**src/rtl/itp_pkg.sv**
```systemverilog
// itp_pkg: shared types, character codes and calendar tables for the ISO 8601
// timestamp parser. Used by itp_conv and iso8601_timestamp_parser_unit.
`timescale 1ns / 1ps

package itp_pkg;

	localparam logic [7:0] CH_ZERO  = 8'h30;
	localparam logic [7:0] CH_NINE  = 8'h39;
	localparam logic [7:0] CH_DASH  = 8'h2D;
	localparam logic [7:0] CH_T     = 8'h54;
	localparam logic [7:0] CH_COLON = 8'h3A;
	localparam logic [7:0] CH_DOT   = 8'h2E;

	localparam int unsigned FRACTION_DIGITS = 9;
	localparam logic [4:0] POS_SEC_END  = 5'd19;
	localparam logic [4:0] POS_FRAC_END = 5'(20 + FRACTION_DIGITS);
	localparam logic [4:0] POS_MAX      = 5'd31;

	// floor(x / 25) = (x * RECIP25) >> 20 for x below 8192
	localparam logic [15:0] RECIP25 = 16'd41944;
	// 1970-03-01 based day offset plus the 400-year bias, minus one for day-of-month
	localparam logic [24:0] DAY_OFS = 25'd865566;
	// Horner steps: hour, minute, second, then nine decimal steps plus one fraction add
	localparam logic [3:0] HORN_LAST = 4'd12;
	localparam logic [3:0] HORN_FRAC0 = 4'd3;

	typedef struct packed {
		logic [13:0] year;
		logic [6:0]  month;
		logic [6:0]  day;
		logic [6:0]  hour;
		logic [6:0]  minute;
		logic [6:0]  second;
		logic [29:0] frac;
		logic [3:0]  fcnt;
		logic        ok;
	} itp_fields_t;

	function automatic logic [4:0] month_len(input logic [3:0] m, input logic leap);
		logic [4:0] len;
		case (m)
			4'd2: len = leap ? 5'd29 : 5'd28;
			4'd4, 4'd6, 4'd9, 4'd11: len = 5'd30;
			default: len = 5'd31;
		endcase
		return len;
	endfunction

	// days from March 1 to the first of month m, year starting in March
	function automatic logic [8:0] march_days(input logic [3:0] m);
		logic [8:0] dd;
		case (m)
			4'd1:  dd = 9'd306;
			4'd2:  dd = 9'd337;
			4'd3:  dd = 9'd0;
			4'd4:  dd = 9'd31;
			4'd5:  dd = 9'd61;
			4'd6:  dd = 9'd92;
			4'd7:  dd = 9'd122;
			4'd8:  dd = 9'd153;
			4'd9:  dd = 9'd184;
			4'd10: dd = 9'd214;
			4'd11: dd = 9'd245;
			4'd12: dd = 9'd275;
			default: dd = 9'd0;
		endcase
		return dd;
	endfunction

endpackage

```
**src/rtl/itp_conv.sv**
```systemverilog
// itp_conv: date check and epoch conversion sequencer with one shared
// multiply-add unit, plus the result register. Depends on itp_pkg.
`timescale 1ns / 1ps

module itp_conv (
	input  logic                  clk,
	input  logic                  arst_n,
	input  logic                  start,
	input  itp_pkg::itp_fields_t  fields,
	output logic                  busy,
	output logic                  res_valid,
	input  logic                  res_ready,
	output logic                  valid_res,
	output logic signed [63:0]    timestamp_ns
);

	localparam logic [2:0] ST_IDLE = 3'd0;
	localparam logic [2:0] ST_LEAP = 3'd1;
	localparam logic [2:0] ST_CHK  = 3'd2;
	localparam logic [2:0] ST_DIV  = 3'd3;
	localparam logic [2:0] ST_DAYS = 3'd4;
	localparam logic [2:0] ST_HORN = 3'd5;
	localparam logic [2:0] ST_OUT  = 3'd6;

	logic [2:0]           state_q;
	itp_pkg::itp_fields_t f_q;
	logic [7:0]           div_q;
	logic [14:0]          yadj_q;
	logic [63:0]          acc_q;
	logic                 ok_q;
	logic [3:0]           step_q;
	logic                 res_valid_q;
	logic                 valid_res_q;
	logic [63:0]          ts_q;

	// reciprocal divide by 25
	logic [12:0] rop;
	logic [28:0] rprod;
	logic [7:0]  rquo;

	// calendar check
	logic [13:0] mul100;
	logic        leap;
	logic        month_ok;
	logic        day_ok;
	logic [4:0]  mlen;
	logic [14:0] yadj;

	// day count
	logic [24:0] days;

	// shared multiply-add
	logic [6:0]  mk;
	logic [63:0] madd;
	logic [63:0] mac;

	always_comb begin
		rop = (state_q == ST_LEAP) ? {1'b0, f_q.year[13:2]} : yadj_q[14:2];
		rprod = 29'(rop) * 29'(itp_pkg::RECIP25);
		rquo = rprod[27:20];
	end

	always_comb begin
		mul100 = 14'(div_q) * 14'd100;
		leap = (f_q.year[1:0] == 2'd0) && ((mul100 != f_q.year) || (div_q[1:0] == 2'd0));
		month_ok = (f_q.month >= 7'd1) && (f_q.month <= 7'd12);
		mlen = itp_pkg::month_len(f_q.month[3:0], leap);
		day_ok = (f_q.day >= 7'd1) && (f_q.day <= {2'b00, mlen});
		yadj = 15'(f_q.year) + 15'd400 - ((f_q.month <= 7'd2) ? 15'd1 : 15'd0);
	end

	always_comb begin
		days = 25'(yadj_q) * 25'd365 + 25'(yadj_q[14:2]) - 25'(div_q) + 25'(div_q[7:2])
			+ 25'(itp_pkg::march_days(f_q.month[3:0])) + 25'(f_q.day) - itp_pkg::DAY_OFS;
	end

	always_comb begin
		case (step_q)
			4'd0: begin
				mk = 7'd24;
				madd = 64'(f_q.hour);
			end
			4'd1: begin
				mk = 7'd60;
				madd = 64'(f_q.minute);
			end
			4'd2: begin
				mk = 7'd60;
				madd = 64'(f_q.second);
			end
			default: begin
				if ((step_q - itp_pkg::HORN_FRAC0) == f_q.fcnt) begin
					mk = 7'd1;
					madd = 64'(f_q.frac);
				end else begin
					mk = 7'd10;
					madd = 64'd0;
				end
			end
		endcase
		mac = acc_q * 64'(mk) + madd;
	end

	always_ff @(posedge clk or negedge arst_n) begin
		if (!arst_n) begin
			state_q <= ST_IDLE;
			res_valid_q <= 1'b0;
			step_q <= 4'd0;
			ok_q <= 1'b0;
		end else begin
			if (state_q == ST_OUT && (!res_valid_q || res_ready)) begin
				res_valid_q <= 1'b1;
			end else if (res_ready) begin
				res_valid_q <= 1'b0;
			end
			case (state_q)
				ST_IDLE: begin
					if (start) begin
						ok_q <= fields.ok;
						state_q <= fields.ok ? ST_LEAP : ST_OUT;
					end
				end
				ST_LEAP: state_q <= ST_CHK;
				ST_CHK: begin
					if (month_ok && day_ok) begin
						state_q <= ST_DIV;
					end else begin
						ok_q <= 1'b0;
						state_q <= ST_OUT;
					end
				end
				ST_DIV: state_q <= ST_DAYS;
				ST_DAYS: begin
					step_q <= 4'd0;
					state_q <= ST_HORN;
				end
				ST_HORN: begin
					step_q <= step_q + 4'd1;
					if (step_q == itp_pkg::HORN_LAST) begin
						state_q <= ST_OUT;
					end
				end
				ST_OUT: begin
					if (!res_valid_q || res_ready) begin
						state_q <= ST_IDLE;
					end
				end
				default: state_q <= ST_IDLE;
			endcase
		end
	end

	always_ff @(posedge clk) begin
		case (state_q)
			ST_IDLE: begin
				if (start) begin
					f_q <= fields;
					acc_q <= 64'd0;
				end
			end
			ST_LEAP: div_q <= rquo;
			ST_CHK: yadj_q <= yadj;
			ST_DIV: div_q <= rquo;
			ST_DAYS: acc_q <= {{39{days[24]}}, days};
			ST_HORN: acc_q <= mac;
			ST_OUT: begin
				if (!res_valid_q || res_ready) begin
					valid_res_q <= ok_q;
					ts_q <= ok_q ? acc_q : 64'd0;
				end
			end
			default: ;
		endcase
	end

	assign busy = (state_q != ST_IDLE);
	assign res_valid = res_valid_q;
	assign valid_res = valid_res_q;
	assign timestamp_ns = ts_q;

endmodule

```
**src/rtl/iso8601_timestamp_parser_unit.sv**
```systemverilog
// iso8601_timestamp_parser_unit: top level; per-character field parser and
// handshakes. Depends on itp_pkg and itp_conv.
`timescale 1ns / 1ps

// channel  | valid      | ready      | payload
// char     | char_valid | char_ready | char_code[7:0], last_char
// result   | res_valid  | res_ready  | valid_res, timestamp_ns[63:0] signed
//
// After the last character the conversion sequencer holds char_ready low
// on a valid date through the calendar check, the day count and 13 steps of
// the shared multiply-add, on a nonexistent date through the calendar check
// alone, and on a malformed string only through the result state, plus any
// wait for the result register to free.
// Characters of the next string are accepted while a result waits.
// Asynchronous active-low reset clears the parser and the sequencer.

module iso8601_timestamp_parser_unit (
	input  logic               clk,
	input  logic               arst_n,
	input  logic               char_valid,
	output logic               char_ready,
	input  logic [7:0]         char_code,
	input  logic               last_char,
	output logic               res_valid,
	input  logic               res_ready,
	output logic               valid_res,
	output logic signed [63:0] timestamp_ns
);

	logic [4:0]  pos_q;
	logic [13:0] year_q;
	logic [6:0]  month_q, day_q, hour_q, minute_q, second_q;
	logic [29:0] frac_q;
	logic [3:0]  fcnt_q;
	logic        malf_q;

	logic [4:0]  pos_n;
	logic [13:0] year_n;
	logic [6:0]  month_n, day_n, hour_n, minute_n, second_n;
	logic [29:0] frac_n;
	logic [3:0]  fcnt_n;
	logic        malf_n;

	logic        digit;
	logic [3:0]  dval;
	logic        accept;
	logic        start;
	logic        busy;
	itp_pkg::itp_fields_t fields;

	assign accept = char_valid && char_ready;
	assign start = accept && last_char;
	assign char_ready = !busy;

	always_comb begin
		digit = (char_code >= itp_pkg::CH_ZERO) && (char_code <= itp_pkg::CH_NINE);
		dval = digit ? 4'(char_code - itp_pkg::CH_ZERO) : 4'd0;
		year_n = year_q;
		month_n = month_q;
		day_n = day_q;
		hour_n = hour_q;
		minute_n = minute_q;
		second_n = second_q;
		frac_n = frac_q;
		fcnt_n = fcnt_q;
		malf_n = malf_q;
		case (pos_q) inside
			[5'd0:5'd3]: begin
				if (digit) year_n = year_q * 14'd10 + 14'(dval); else malf_n = 1'b1;
			end
			5'd4, 5'd7: begin
				if (char_code != itp_pkg::CH_DASH) malf_n = 1'b1;
			end
			5'd5, 5'd6: begin
				if (digit) month_n = month_q * 7'd10 + 7'(dval); else malf_n = 1'b1;
			end
			5'd8, 5'd9: begin
				if (digit) day_n = day_q * 7'd10 + 7'(dval); else malf_n = 1'b1;
			end
			5'd10: begin
				if (char_code != itp_pkg::CH_T) malf_n = 1'b1;
			end
			5'd11, 5'd12: begin
				if (digit) hour_n = hour_q * 7'd10 + 7'(dval); else malf_n = 1'b1;
			end
			5'd13, 5'd16: begin
				if (char_code != itp_pkg::CH_COLON) malf_n = 1'b1;
			end
			5'd14, 5'd15: begin
				if (digit) minute_n = minute_q * 7'd10 + 7'(dval); else malf_n = 1'b1;
			end
			5'd17, 5'd18: begin
				if (digit) second_n = second_q * 7'd10 + 7'(dval); else malf_n = 1'b1;
			end
			5'd19: begin
				if (char_code != itp_pkg::CH_DOT) malf_n = 1'b1;
			end
			default: begin
				if (pos_q < itp_pkg::POS_FRAC_END && digit) begin
					frac_n = frac_q * 30'd10 + 30'(dval);
					fcnt_n = fcnt_q + 4'd1;
				end else begin
					malf_n = 1'b1;
				end
			end
		endcase
		pos_n = (pos_q == itp_pkg::POS_MAX) ? pos_q : pos_q + 5'd1;
	end

	always_comb begin
		fields.year = year_n;
		fields.month = month_n;
		fields.day = day_n;
		fields.hour = hour_n;
		fields.minute = minute_n;
		fields.second = second_n;
		fields.frac = frac_n;
		fields.fcnt = fcnt_n;
		fields.ok = !malf_n && (pos_n >= itp_pkg::POS_SEC_END);
	end

	always_ff @(posedge clk or negedge arst_n) begin
		if (!arst_n) begin
			pos_q <= 5'd0;
			year_q <= 14'd0;
			month_q <= 7'd0;
			day_q <= 7'd0;
			hour_q <= 7'd0;
			minute_q <= 7'd0;
			second_q <= 7'd0;
			frac_q <= 30'd0;
			fcnt_q <= 4'd0;
			malf_q <= 1'b0;
		end else if (accept) begin
			if (last_char) begin
				pos_q <= 5'd0;
				year_q <= 14'd0;
				month_q <= 7'd0;
				day_q <= 7'd0;
				hour_q <= 7'd0;
				minute_q <= 7'd0;
				second_q <= 7'd0;
				frac_q <= 30'd0;
				fcnt_q <= 4'd0;
				malf_q <= 1'b0;
			end else begin
				pos_q <= pos_n;
				year_q <= year_n;
				month_q <= month_n;
				day_q <= day_n;
				hour_q <= hour_n;
				minute_q <= minute_n;
				second_q <= second_n;
				frac_q <= frac_n;
				fcnt_q <= fcnt_n;
				malf_q <= malf_n;
			end
		end
	end

	itp_conv u_conv (
		.clk          (clk),
		.arst_n       (arst_n),
		.start        (start),
		.fields       (fields),
		.busy         (busy),
		.res_valid    (res_valid),
		.res_ready    (res_ready),
		.valid_res    (valid_res),
		.timestamp_ns (timestamp_ns)
	);

	a_invalid_zero: assert property (@(posedge clk) disable iff (!arst_n)
		(res_valid && !valid_res) |-> (timestamp_ns == 64'sd0))
		else $error("invalid result with nonzero timestamp");

	a_last_blocks: assert property (@(posedge clk) disable iff (!arst_n)
		(char_valid && char_ready && last_char) |=> !char_ready)
		else $error("char accepted during conversion");

	a_mid_free: assert property (@(posedge clk) disable iff (!arst_n)
		(char_valid && char_ready && !last_char) |=> char_ready)
		else $error("conversion started without last char");

	a_pos_clear: assert property (@(posedge clk) disable iff (!arst_n)
		(char_valid && char_ready && last_char) |=> (pos_q == 5'd0 && !malf_q))
		else $error("parser state not cleared after string");

endmodule
```
**config.mk**
```make
export PLATFORM = sky130hd
export DESIGN_NAME = iso8601_timestamp_parser_unit
export DESIGN_NICKNAME = d
export VERILOG_FILES = /design/src/rtl/itp_pkg.sv /design/src/rtl/itp_conv.sv /design/src/rtl/iso8601_timestamp_parser_unit.sv
export SDC_FILE = /design/constraint.sdc
export NUM_CORES = 2
export LEC_CHECK = 0
export BUFFER_PORTS_ARGS = -buffer_cell sky130_fd_sc_hd__buf_2
export CORE_ASPECT_RATIO = 1.1
export CORE_MARGIN = 4
export CORE_UTILIZATION = 56
export DETAILED_ROUTE_END_ITERATION = 8
export MAX_ROUTING_LAYER = met4
export PLACE_DENSITY = 0.72
export SETUP_SLACK_MARGIN = 0.2
export SYNTH_ARGS = -nofsm -noshare
export SYNTH_HDL_FRONTEND = slang
export SYNTH_SLANG_ARGS = --single-unit
```
**constraint.sdc**
```tcl
create_clock -name clk -period 22.3 [get_ports clk]
set_input_delay 1.115 -clock clk [delete_from_list [all_inputs] [get_ports clk]]
set_output_delay 1.115 -clock clk [all_outputs]
set_load 0.03 [all_outputs]
```
# [Word-level counts from Yosys, hierarchy flattened]
# Memories as Yosys holds them, arrays and structs flattened. A register that Yosys moved wholly into a read port is not among the register bits.
# Cells that the tools add are included.
[classes] n_reduce_logical=40 muxes=110 addsub=21 eq_ne=41 magnitude_cmp=11 multipliers=11
[op_table] cell="$mux W30" n=13
[op_table] cell="$pmux W64 S3" n=2
[op_table] cell="$mux W7" n=40
[op_table] cell="$add A64 B64 Y64" n=1
[op_table] cell="$mul A64 B7 Y64" n=1
[op_table] cell="$mux W64" n=1
[op_table] cell="$mux W4" n=15
[op_table] cell="$mux W14" n=3
[op_table] cell="$eq A5 B4 Y1 const B" n=8
[op_table] cell="$add A7 B4 Y7" n=5
[op_table] cell="$mul A7 B3 Y6 const B" n=5
[op_table] cell="$add A30 B4 Y30" n=1
[op_table] cell="$mul A30 B3 Y29 const B" n=1
[op_table] cell="$add A24 B13 Y25" n=1
[op_table] cell="$add A25 B6 Y25" n=1
[op_table] cell="$add A25 B7 Y25" n=1
[op_table] cell="$add A25 B9 Y25" n=1
[op_table] cell="$eq A5 B5 Y1 const B" n=5
[op_table] cell="$mul A13 B13 Y25 const B" n=1
[op_table] cell="$sub A25 B20 Y25 const B" n=1
[op_table] cell="$sub A25 B8 Y25" n=1
[op_table] cell="$mul A15 B9 Y24 const B" n=1
[op_table] cell="$ne A8 B6 Y1 const B" n=3
[op_table] cell="$mux W1" n=23
[op_table] cell="other kinds (52)" n=99
[totals] input_bits=13 mem_count=1 romBits=144 regBits=333
[mem_list] memory="(name not given)" depth=16 width=9 read_ports=1 rd_clocked_by_memory_dff=1 wr=0 line_no="itp_pkg.sv:52" rtl="case (m)"

# [Longest topological paths before layout]
[depth] word_depth=19 mapped_depth=30 ltp_nobuf=27

# [Modules after synthesis]
# Synthesis repeated with hierarchy kept, for this count alone.
[hier_totals] hier_cells=4135 hier_area_um2=40126.0
[by_module_without_submodules] mod="itp_conv" area_per_inst_um2=31042.3 instances=1 seq_area_each_um2=7462.2 cells_per_inst=3102
[by_module_without_submodules] mod="iso8601_timestamp_parser_unit" area_per_inst_um2=9083.7 instances=1 seq_area_each_um2=2227.1 cells_per_inst=1033

# [Worst setup path before layout]
# No wires, ideal clock.
[synth_timing] path_kind="register -> register" startpoint="register u_conv.step_q[0]" endpoint="register u_conv.acc_q[47], data pin" period_less_slack_ps=7083 stages_incl_launch_ff=28 required_ps=22030 setup_slack_ps=15217 path_buffers=1 t_arrival_ps=6813 path_cell_list="dfrtp_1 > inv_1 > ha_1 > xor2_1 > nor4_1 > nand2_1 > clkbuf_1 > and2_1 > fa_1 > inv_1 > fa_1 > inv_1 > fa_1 > inv_1 > fa_1 > inv_1 > ha_1 > a21oi_1 > o211ai_1 > a41oi_1 > a211oi_1 > o21ai_1 > o21bai_1 > a21o_1 > a311oi_1 > o21ai_0 > xnor2_1 > o21ai_0"
[synth_via] elab_chain_cells=7 elab_cells_between_ends=13 classes_between="2 x add/sub; 1 x mul; 3 x eq/ne; 5 x mux; 2 x reduce/logical"
[synth_lines] item="from (decl)" line_no="itp_conv.sv:31" rtl="logic [3:0] step_q;"
[synth_lines] item="from (signal assigned)" line_no="itp_conv.sv:138" rtl="step_q <= step_q + 4'd1;"
[synth_lines] item="$sub A4 B2 Y4" line_no="itp_conv.sv:92" rtl="if ((step_q - itp_pkg::HORN_FRAC0) == f_q.fcnt) begin"
[synth_lines] item="$eq A4 B4 Y1" line_no="itp_conv.sv:92"
[synth_lines] item="$mux W4" line_no="itp_conv.sv:92"
[synth_lines] item="$pmux W7 S2" line_no="itp_conv.sv:78" rtl="case (step_q)"
[synth_lines] item="$mul A64 B7 Y64" line_no="itp_conv.sv:101" rtl="mac = acc_q * 64'(mk) + madd;"
[synth_lines] item="$add A64 B64 Y64 (*)" line_no="itp_conv.sv:101"
[synth_lines] item="$pmux W64 S3 (*)" line_no="itp_conv.sv:154" rtl="case (state_q)"
[synth_lines] item="to (signal assigned)" line_no="itp_conv.sv:164" rtl="ST_DAYS: acc_q <= {{39{days[24]}}, days};"
[synth_lines] item="to (signal assigned)" line_no="itp_conv.sv:165" rtl="ST_HORN: acc_q <= mac;"
[synth_lines] item="to (decl)" line_no="itp_conv.sv:29" rtl="logic [63:0] acc_q;"
# Mark *: on every way between the ends. The rest lies on a longest branch, timed or not.
# A chain may end at the register's enable or synchronous reset.

# [Final worst setup path]
[layout_timing] startpoint="register u_conv.step_q[0]" endpoint="register u_conv.acc_q[56], data pin"
# The elaborated chain is that of the path after synthesis.

==> results_dict.tcl <==
set metrics [dict create \
    outcome "completed" \
    clock-root-buffer "sky130_fd_sc_hd__clkbuf_16" \
    crit_path_start_kind "flop" \
    max-clock-path-buffers 3 \
    clock-skew-final_ns 0.0303 \
    fin_area_um2 43700 \
    initial_core_util_pct 56.7 \
    synth_top_area_share_pct 21.4 \
    grt_remaining_overflow 0 \
    routed_wire_length_per_instance_um 18.7 \
    sequential_fraction_of_the_synthesis_area_pct 23.7 \
    register_area_um2 9690 \
    cts_tree "yes" \
    cts_max_level 2 \
    grt_most_used_layer "met2" \
    clock_insertion_delay_worst_skew_ns 0.59 \
    postSynthNetCount 5182 \
    dpl_cell_area_um2 42200 \
    floorplan.die.height_um 291 \
    mapped_area_um2 40900 \
    num_vias 29500 \
    crit_fanout 68 \
    synth_async_sr_flop_share_pct 28.7 \
    setup_violations 0 \
    synth_edf_count 235 \
    number_of_buffers_added_by_the_clock_tree_synthesis_step 41 \
    final.setup.worst_slack_ns 13.22 \
    yosys.cell_types.count 80 \
    final_core_util_pct 60.7 \
    io_pins 80 \
    core_area_um2 72000 \
    drt_first_iter_violations 1852 \
    detail_route.drc_violations 0 \
    grt_pass1_vias 30800 \
    clock_transition_at_the_registers_of_the_reported_paths_ns 0.07 \
    synth.yosys.warnings 0 \
    most_common_cell_in_the_netlist "sky130_fd_sc_hd__inv_1" \
    flow.area_growth_from_synthesis_pct 6.90 \
    fin_crit_ns 9.08 \
    filler_cell_count 6030 \
    drt.antenna.violating_nets 0 \
    setup-tns-final_ns 0 \
    timing_worst_setup_path_type "reg2reg" \
    die-width_um 266 \
    timing.final.hold_violations 0 \
    grt_use_met1_pct 32.5 \
    post_synth_inst_count 4198 \
    grt_util_met2_pct 45.1 \
    final_layout_size_suffix_gt1_share_pct 5.73 \
    synth_largest_area_cell "sky130_fd_sc_hd__fa_1" \
    hpwlAfterDp_um 75300 \
    fmaxAchievable_mhz 110 \
    cp-end-kind "flop" \
    buffer_ports.inserted 79 \
    critPathArrivalTime_ns 9.38 \
    met3_usage_pct 3.06 \
    first_pass_grt_wire_length_um 160000 \
    final_min_period_over_clock_period_pct 40.7 \
    postSynth.topFlopCell "sky130_fd_sc_hd__edfxtp_1" \
    synth_top_cells_by_count "735 x sky130_fd_sc_hd__inv_1, 534 x sky130_fd_sc_hd__ha_1, 437 x sky130_fd_sc_hd__fa_1" \
    number_of_antenna_violations_at_the_first_check_in_global_routing 0 \
    worst-slew-pin-transition_ns 1.20 \
    hp-class "reg2reg" \
    maxSlewHeadroom_pct 20.0 \
    post_synth_main_area_contributors "sky130_fd_sc_hd__fa_1 21%, sky130_fd_sc_hd__edfxtp_1 17%, sky130_fd_sc_hd__ha_1 16%" \
    fin_nets 5191 \
    drt_pre_antenna_iters 5 \
    synth-seq-cells 342 \
    place_congestion 0.950 \
    multiInputGateArea_um2 28000 \
    grt_start_max_net_pins 86 \
    diodes 0 \
    die-area_um2 77400 \
    synthesis.area_per_instance_um2 9.74 \
    quantity_of_gates_resized_following_cts 0 \
    timing.final.max_slew_violations 0 \
    pre_cts_slack_ns 13.33 \
    maxCapViolCount 0 \
    rsz0062_at_grt "false" \
    post_cts_hold_buffer_count 0 \
    crit_required_ns 22.60 \
    routed_wirelength_um 97200 \
    postCtsSetupRepairBufs 0 \
    num_rows 103 \
    global_route.usage.total_pct 26.2 \
    clock-sinks 342 \
    drt_via_density 5.70 \
]
placed cells by master, fill, tap and decap left out, types with 82 or more instances in the layout:
cell type / n
sky130_fd_sc_hd__nor2_1: 152
sky130_fd_sc_hd__ha_1: 534
sky130_fd_sc_hd__inv_1: 734
sky130_fd_sc_hd__nor2b_1: 82
sky130_fd_sc_hd__edfxtp_1: 235
sky130_fd_sc_hd__xnor2_1: 161
sky130_fd_sc_hd__o21ai_0: 186
sky130_fd_sc_hd__and2_1: 192
sky130_fd_sc_hd__a21oi_1: 174
sky130_fd_sc_hd__dfrtp_1: 97
sky130_fd_sc_hd__nand2_1: 276
sky130_fd_sc_hd__fa_1: 437
sky130_fd_sc_hd__and3_1: 101
critical path: stages, from the launching register on:
cell	delay [ns]
sky130_fd_sc_hd__dfrtp_1	0.49
sky130_fd_sc_hd__inv_1	0.11
sky130_fd_sc_hd__ha_1	0.32
sky130_fd_sc_hd__nor2_1	0.23
sky130_fd_sc_hd__nor2_4	0.04
sky130_fd_sc_hd__buf_4	0.36
sky130_fd_sc_hd__a21oi_4	0.40
sky130_fd_sc_hd__buf_4	0.59
sky130_fd_sc_hd__buf_4	0.69
sky130_fd_sc_hd__nor2b_1	0.11
sky130_fd_sc_hd__ha_1	0.35
sky130_fd_sc_hd__fa_1	0.54
sky130_fd_sc_hd__fa_1	0.57
sky130_fd_sc_hd__inv_1	0.06
sky130_fd_sc_hd__fa_1	0.53
sky130_fd_sc_hd__inv_1	0.04
sky130_fd_sc_hd__ha_1	0.36
sky130_fd_sc_hd__a211o_1	0.28
sky130_fd_sc_hd__a211o_1	0.22
sky130_fd_sc_hd__a41oi_1	0.22
sky130_fd_sc_hd__nor2_1	0.15
sky130_fd_sc_hd__a21oi_1	0.55
sky130_fd_sc_hd__o221ai_1	0.34
sky130_fd_sc_hd__a21oi_1	0.33
sky130_fd_sc_hd__o21ai_0	0.30
sky130_fd_sc_hd__a31oi_1	0.29
sky130_fd_sc_hd__xor2_1	0.16
sky130_fd_sc_hd__o21ai_0	0.08
logic make-up after synthesis:
logic type	synth area share [%]
mux	1.06
xor+xnor	4.91
compound gates	11.7
simple gates	12.8
buf+inv	8.04
fa+ha+maj	37.7
flops	23.7
flip-flops by register name (all words and copies together), names as in the netlist, 8 cells and up, named ones only:
signal / flops
u_conv.f_q: 83
frac_q: 30
year_q: 14
u_conv.div_q: 8
u_conv.acc_q: 64
u_conv.yadj_q: 15
u_conv.timestamp_ns: 64
worst paths after layout:
check	slack, ns	from	to	depth (start not counted)
setup / recovery	13.22	u_conv.step_q[0]	u_conv.acc_q[56]	27
hold reg to reg	0.49	frac_q[29]	frac_q[29]	2
max in group asynchronous	20.47	arst_n	u_conv.ok_q	2
hold / removal	0.49	frac_q[29]	frac_q[29]	2
setup reg to reg	13.22	u_conv.step_q[0]	u_conv.acc_q[56]	27
min in group asynchronous	0.56	arst_n	minute_q[4]	1
through the flow:
| step | hold slack, ns | cells |
|---|---|---|
| final | 0.494 | 5185 |
| after CTS | 0.496 | 5185 |
| after floorplan | 0.443 | 4198 |
| after global routing | 0.518 | 5185 |
| after detailed placement | 0.484 | 5109 |
| after global placement | 0.474 | 5109 |
layout make-up:
type,count,area share (%)
multi-input combinational,2982,64.0
inverter,736,6.32
clock buffer,43,2.41
tap,945,2.71
clock inverter,33,1.01
timing repair buffer,104,1.34
sequential,342,22.2
routing by layer:
metal,vias up,wire length [um]
met3,186,4160
met2,706,49100
met1,14600,40800
met5,-,0
li1,14000,-
met4,0,3130
Power is left out: the tool's default activity adds up to more than one toggle a clock period on the data nets, which glitch-free logic cannot reach.
